==> src/rtl/bsa_pkg.sv <==
// ----------------------------------------------------------------------------
// bsa_pkg
// Shared types and constants for the bitmap slot allocator.
// ----------------------------------------------------------------------------
package bsa_pkg;

    localparam int SLOT_COUNT_DEF = 128;
    localparam int SLOT_W         = 7;

    typedef enum logic {
        OP_ALLOC = 1'b0,
        OP_FREE  = 1'b1
    } t_op;

endpackage

==> src/rtl/bitmap_slot_allocator_core.sv <==
// ----------------------------------------------------------------------------
// bitmap_slot_allocator_core
// Slot allocator over a pool of SLOT_COUNT entries, one free bit per slot.
// ----------------------------------------------------------------------------
// Pulse start with an operation to allocate the lowest free slot or to free a
// named slot. A new item is taken in every cycle and busy is always low. The
// result shows on o_strobe, o_granted and o_slot_number once the item has
// passed the input register and the output register, and for one cycle only:
// the receiver cannot stall it. The rate of one item per cycle is set by the
// find-first-free search, a lowest-set-bit isolate and encode over the whole
// free map, done in the same cycle that updates the map, so each item sees the
// effect of the one before it. All slots are free after reset.
module bitmap_slot_allocator_core #(
    parameter int SLOT_COUNT = bsa_pkg::SLOT_COUNT_DEF
) (
    input  logic                       i_clk,
    input  logic                       i_rst_n,
    input  logic                       start,
    output logic                       busy,
    input  bsa_pkg::t_op               i_operation,
    input  logic [bsa_pkg::SLOT_W-1:0] i_release_slot,
    output logic                       o_strobe,
    output logic                       o_granted,
    output logic [bsa_pkg::SLOT_W-1:0] o_slot_number
);
    import bsa_pkg::*;

    localparam int IDX_W = (SLOT_COUNT > 1) ? $clog2(SLOT_COUNT) : 1;
    localparam int ENC_W = (IDX_W > SLOT_W) ? IDX_W : SLOT_W;

    logic                  r_in_valid;
    t_op                   r_op;
    logic [SLOT_W-1:0]     r_slot;

    logic [SLOT_COUNT-1:0] r_free_map;
    logic [SLOT_COUNT-1:0] n_free_map;

    logic                  r_strobe;
    logic                  r_granted;
    logic [SLOT_W-1:0]     r_slot_number;
    logic                  n_granted;
    logic [SLOT_W-1:0]     n_slot_number;

    logic [SLOT_COUNT-1:0] lowest_free;
    logic [ENC_W-1:0]      lowest_idx;
    logic [ENC_W-1:0]      slot_ext;
    logic                  slot_in_range;

    assign busy = 1'b0;

    // register the incoming item
    always_ff @(posedge i_clk) begin
        if (!i_rst_n) begin
            r_in_valid <= 1'b0;
        end else begin
            r_in_valid <= start;
        end
        r_op   <= i_operation;
        r_slot <= i_release_slot;
    end

    // isolate the lowest free bit, then encode it
    assign lowest_free = r_free_map & (~r_free_map + SLOT_COUNT'(1));

    always_comb begin
        lowest_idx = '0;
        for (int i = 0; i < SLOT_COUNT; i++) begin
            if (lowest_free[i]) begin
                lowest_idx = lowest_idx | ENC_W'(i);
            end
        end
    end

    assign slot_ext      = ENC_W'(r_slot);
    assign slot_in_range = (int'(r_slot) < SLOT_COUNT);

    always_comb begin
        n_free_map    = r_free_map;
        n_granted     = 1'b0;
        n_slot_number = '0;
        if (r_in_valid) begin
            case (r_op)
                OP_ALLOC: begin
                    if (|r_free_map) begin
                        n_free_map    = r_free_map & ~lowest_free;
                        n_granted     = 1'b1;
                        n_slot_number = lowest_idx[SLOT_W-1:0];
                    end
                end
                OP_FREE: begin
                    // drop a release beyond the pool
                    if (slot_in_range) begin
                        n_free_map[slot_ext[IDX_W-1:0]] = 1'b1;
                        n_granted     = 1'b1;
                        n_slot_number = r_slot;
                    end
                end
                default: begin
                    n_free_map = r_free_map;
                end
            endcase
        end
    end

    always_ff @(posedge i_clk) begin
        if (!i_rst_n) begin
            r_free_map <= '1;
            r_strobe   <= 1'b0;
        end else begin
            r_free_map <= n_free_map;
            r_strobe   <= r_in_valid;
        end
        r_granted     <= n_granted;
        r_slot_number <= n_slot_number;
    end

    assign o_strobe      = r_strobe;
    assign o_granted     = r_granted;
    assign o_slot_number = r_slot_number;

endmodule

==> config.mk <==
export PLATFORM = sky130hd
export DESIGN_NAME = bitmap_slot_allocator_core
export DESIGN_NICKNAME = d
export VERILOG_FILES = /design/src/rtl/bsa_pkg.sv /design/src/rtl/bitmap_slot_allocator_core.sv
export SDC_FILE = /design/constraint.sdc
export NUM_CORES = 1
export LEC_CHECK = 0
export ABC_CLOCK_PERIOD_IN_PS = 4600
export BUFFER_PORTS_ARGS = -buffer_cell sky130_fd_sc_hd__buf_2
export CELL_PAD_IN_SITES_DETAIL_PLACEMENT = 1
export CELL_PAD_IN_SITES_GLOBAL_PLACEMENT = 1
export CORE_ASPECT_RATIO = 1.75
export CORE_UTILIZATION = 51
export CTS_CLUSTER_DIAMETER = 60
export DETAILED_ROUTE_END_ITERATION = 8
export PLACE_DENSITY_LB_ADDON = 0.1
export SLEW_MARGIN = 20
export SYNTH_ARGS = -nofsm -noshare
export SYNTH_HDL_FRONTEND = slang
export SYNTH_SLANG_ARGS = --single-unit
==> constraint.sdc <==
create_clock -name i_clk -period 4.6 [get_ports i_clk]
set_clock_uncertainty 0.1 [all_clocks]
set_input_delay 1.15 -clock i_clk [delete_from_list [all_inputs] [get_ports i_clk]]
set_output_delay 1.15 -clock i_clk [all_outputs]
set_load 0.03 [all_outputs]
==> results of run 1 <==
-- kinds of logic after synthesis --
kind of cell           count (synthesis)  synth area share, %
AO/OA/AOI/OAI                        318                 21.6
buffers and inverters                 99                 4.19
flip-flops                           146                 30.2
other                                  1               0.0388
AND/OR/NAND/NOR                      771                 43.9
-- cell usage after synthesis (all sizes together) (4+ instances only) --
cell type  number  area [um^2]
nand2b         16          100
a211oi          4         30.0
or4            43          323
a41oi           4         42.6
nand4          59          369
and4           19          166
nor3b           7         52.6
and2           15         93.8
a32oi           8         77.6
and3           33          206
nor3           66          340
or3            14         87.6
nand3          68          340
and3b           4         35.0
a31oi           9         56.3
nor4          110          766
o22ai           7         43.8
a22oi           4         30.0
a21o            5         37.5
a311oi          6         52.6
a32o            4         40.0
o31ai          10         75.1
a21oi          73          365
o211ai         50          375
a2111oi         5         43.8
nand2         148          556
o21ai          88          440
nor2b           6         37.5
or2            14         87.6
o311ai          5         43.8
clkbuf         62          233
nand3b          4         30.0
dfxtp         146         2920
inv            21         78.8
buf            16         93.8
nor4b          10         87.6
nor2          125          469
-- per-stage QoR --
stage	util [%]	hold WS (ps)	setup slack [ps]
3_5_place_dp	55.6	396	659
4_1_cts	58.6	414	611
3_3_place_gp	55.6	393	765
2_1_floorplan	-	364	1750
-- routing by layer --
layer / global-route usage, % / overflow
met5: 18.8 / 0
met4: 80.1 / 115
met3: 58.9 / 11
met2: 100 / 236
met1: 77.2 / 3
==> results by group, run 1 <==
Clock tree
  • Cts bufs inserted: 17
  • CTS max path bufs: 2
  • PostCTS Resize Cnt: 0
  • CTS Hold Bufs: 0
  • TritonCTS Sinks: 146
  • H-Tree Depth: 4
  • Setup Fix Bufs, Post-CTS: 0
  • Root Buffer: clkbuf_16

Synthesis
  • Synth warnings: 0
  • Netlist cell types: 76
  • Post-Syn Area: 9660 um^2
  • Yosys reg bits: 146
  • Most used DFF post-synth: dfxtp_1
  • Sequential element share of the synthesized area: 30.2%
  • Syn Inst Count: 1335
  • Syn Area/Cell: 7.24 um^2
  • Syn nets: 1346
  • Synth async-reset ratio: 0%
  • Post-synth EDFFs: 0

Floorplan
  • Chip width: 106 um
  • # IOs: 21
  • Chip Height: 184 um
  • Row count: 66
  • Initial core utilization: 52.0%

Placement
  • RD Place Congestion: 1.24
  • Port buffer count: 19
  • Placed insts: 1585
  • Post-detail-place hpwl: 48.1 mm
  • Placed Area: 10300 um^2

Outcome
  • Run status: aborted with a tool error
  • Error: [ERROR GRT-0116] Global routing finished with congestion. Check the congestion regions in the DRC Viewer.
  • Exit stage: 5_1_grt

Global routing
  • Global-route wire length before repair: 116 mm
  • Gr usage total: 78.6%
  • GRT overflow: 365
  • Largest net degree at the start of global routing: 56
  • Vias in the first global route: 15800
==> inputs of run 2 (changes only) <==
- CELL_PAD_IN_SITES_DETAIL_PLACEMENT: 1 -> default
- CELL_PAD_IN_SITES_GLOBAL_PLACEMENT: 1 -> default
- CORE_ASPECT_RATIO: 1.75 -> default
- CORE_UTILIZATION: 51 -> 40
- CTS_CLUSTER_DIAMETER: 60 -> default
- PLACE_DENSITY_LB_ADDON: 0.1 -> 0.15
==> results by group, run 2 <==
Outcome
  • Run status: finished, final reports clean

Finish
  • Max reg flops: 128
  • Area grow syn2layout: 13.7%
  • Most frequent cells in the layout: nand2_1 (148), dfxtp_1 (146), nor2_1 (124), nor4_1 (98), o21ai_0 (83)
  • Finished Layout Cells: 1693
  • Largest register by flop count: r_free_map
  • Register Area: 2920 um^2
  • Fillers: 2515
  • Most common cell after layout, fill and taps aside: nand2_1
  • Ant. Diodes: 0
  • Nets: 1372
  • Layout cells sized above 1: 11.1%
  • Multi-input combinational cell area: 6370 um^2

Clock tree
  • CTS tree: built
  • CTS clk-pin slew, worst paths: 80 ps
  • TritonCTS Sinks: 146 (unchanged)
  • Setup Fix Bufs, Post-CTS: 0 (unchanged)
  • Cts bufs inserted: 17 (unchanged)
  • CTS Hold Bufs: 0 (unchanged)
  • H-Tree Depth: 4 (unchanged)
  • Root Buffer: clkbuf_16
  • Worst-Skew Late Latency: 450 ps
  • PostCTS Resize Cnt: 0 (unchanged)
  • CTS max path bufs: 2 (unchanged)

Timing
  • Worst slew pin tran: 1330 ps
  • Max-slew violations: 0
  • Tmin final: 4230 ps
  • Max Freq: 0.236 GHz
  • Setup TNS: 0 ps
  • Final hold violation count: 0
  • Final Cycle Share: 92.0%
  • Max-slew headroom: 10.5%
  • RSZ-0062 raised after global routing: false
  • Final setup viols: 0
  • Setup ws final: 370 ps

Route
  • Final ANT Viol Nets: 0
  • Via count: 12700
  • Total Wirelength: 59.5 mm
  • First drt pass iteration count: 9
  • DRC: 0
  • Detailed Route Iter0 Violations: 2066
  • Vias per cell: 7.50
  • Average routed wire per standard cell: 35.1 um

Floorplan
  • Core Box Area: 23600 um^2
  • Row count: 56 (-15%)
  • # IOs: 21 (unchanged)
  • Chip Height: 157 um (-14%)
  • Chip width: 157 um (+48%)
  • Initial core utilization: 40.9% (-11 points)
  • Total die area: 24800 um^2

Worst hold path
  • Hold/Removal Path Class: reg -> reg
  • HP Start: r_in_valid$_SDFF_PN0_

Global routing
  • Largest net degree at the start of global routing: 96
  • Global-route wire length before repair: 84.1 mm
  • Gr usage total: 48.6%
  • M1 GR Usage: 62.3%
  • GRT overflow: 0
  • Grt peak-use layer: met2
  • Initial antenna violation count: 1
  • Vias in the first global route: 11600
  • GR Util met3: 16.0%
  • Met2 Track Usage GR: 67.8%

Synthesis
  • Syn nets: 1346 (unchanged)
  • Largest area contributor in the netlist: dfxtp_1
  • Post-synth EDFFs: 0 (unchanged)
  • Sequential element share of the synthesized area: 30.2% (unchanged)
  • Synth top area share: 30.2% (unchanged)
  • Synth area leaders: dfxtp_1 (30%), nor4_1 (6.4%), nand2_1 (5.7%)
  • Post-Syn Area: 9660 um^2 (unchanged)
  • Most common cell in the netlist: nand2_1
  • Synth async-reset ratio: 0% (unchanged)
  • Netlist cell types: 76 (unchanged)
  • Most common library cells after synthesis: nand2_1 (148), dfxtp_1 (146), nor2_1 (125), nor4_1 (99), o21ai_0 (83)
  • Syn Inst Count: 1335 (unchanged)
  • Yosys reg bits: 146 (unchanged)
  • Most used DFF post-synth: dfxtp_1
  • Syn Area/Cell: 7.24 um^2 (unchanged)
  • Synth warnings: 0 (unchanged)

Critical path
  • Worst Setup Start Kind: register
  • Flop2flop setup slack: 370 ps
  • Worst setup EP type: register
  • Setup crit start: r_free_map[10]$_SDFFE_PN1P_
  • Worst Setup EP: r_free_map[127]$_SDFFE_PN1P_
  • R2R Path End: r_free_map[127]$_SDFFE_PN1P_
  • CP max stage cell: or4_1
  • Path depth of the worst reg2reg path: 9
  • Worst-path fanout max: 20
  • Critical path arrival: 4510 ps
  • Worst path required time: 4880 ps
  • R2R Path Start: r_free_map[10]$_SDFFE_PN1P_
  • CP cell instances: or4_1 > nor3_1 > nand4_1 > nor3_2 > a311oi_4 > buf_4 > nand2_1 > nor2_1 > o21ai_0
  • Slowest Stage Delay on Critical Path: 640 ps
  • Type of the worst setup path: reg -> reg

Power and ir drop
  • Leak pwr: 3.55 nW
  • Pwr dens: 263 nW/um^2
  • Peak supply drop: 0.216 mV
  • Tot Pwr: 2.89 mW

Placement
  • Dpl ws: 536 ps (-123 ps)
  • Placed insts: 1661 (+4.8%)
  • Post-detail-place hpwl: 45.5 mm (-5.4%)
  • RD Place Congestion: 1.10 (-11%)
  • Port buffer count: 19 (unchanged)

Run
  • Max-cap violations: 0
## run 2: cell counts after synthesis
No cell type changed its count.
## run 2: cell families (layout without fill, tap and decap cells)
group | Yosys count | count (layout) | share of synthesized area [%]
AO/OA/AOI/OAI | 318 | 318 | 21.6
flip-flops | 146 | 146 | 30.2
AND/OR/NAND/NOR | 771 | 771 | 43.9
buffers and inverters | 99 | 138 | 4.19
other | 1 | 1 | 0.0388
## run 2: worst min-delay path by stage
stage / end / slack (ps) / depth (start not counted)
floorplan: r_free_map[102]$_SDFFE_PN1P_ / 360 / 1
global placement: r_free_map[102]$_SDFFE_PN1P_ / 390 / 1
detailed placement: r_free_map[102]$_SDFFE_PN1P_ / 390 / 1
CTS: r_free_map[102]$_SDFFE_PN1P_ / 400 / 1
global route: o_strobe$_SDFF_PN0_ / 420 / 1
finish: o_strobe$_SDFF_PN0_ / 410 / 1
## run 2: area by class of cell
| class | count | share of cell area, % |
|---|---|---|
| Clock buffer | 17 | 3.87 |
| Clock inverter | 15 | 1.69 |
| Inverter | 21 | 0.718 |
| Multi-Input combinational cell | 1090 | 58.0 |
| Sequential cell | 146 | 26.6 |
| Tap cell | 319 | 3.63 |
| Timing Repair Buffer | 85 | 5.51 |
## run 2: through the flow
| stage | instance area [um^2] | hold slack (ps) | util (%) |
|---|---|---|---|
| 2_1_floorplan | 9660 | 364 | - |
| 3_3_place_gp | 10400 | 387 | 43.9 |
| 3_5_place_dp | 10400 | 387 | 43.9 |
| 4_1_cts | 11000 | 403 | 46.5 |
| 5_1_grt | 11000 | 416 | 46.5 |
| 6_report | 11000 | 412 | 46.5 |
## run 2: where the power goes
part | switching [mW] | internal (mW)
registers | 0.0169 | 1.27
clock network | 0.750 | 0.738
logic | 0.0911 | 0.0230
## run 2: routing by layer
layer  part of all wire [%]  vias up
met1                     38     5971
li1                       -     5270
met3                     14      297
met4                    8.3        2
met5                  0.030        -
met2                     39     1163
## run 2: worst max-delay path, delay by kind of cell, from the launching register on
| kind | cells | cell delay [ps] |
|---|---|---|
| flops | 1 | 430 |
| buf+inv | 1 | 380 |
| compound gates | 2 | 560 |
| simple gates | 6 | 2670 |
No activity file was read; power rests on OpenSTA's default activity.
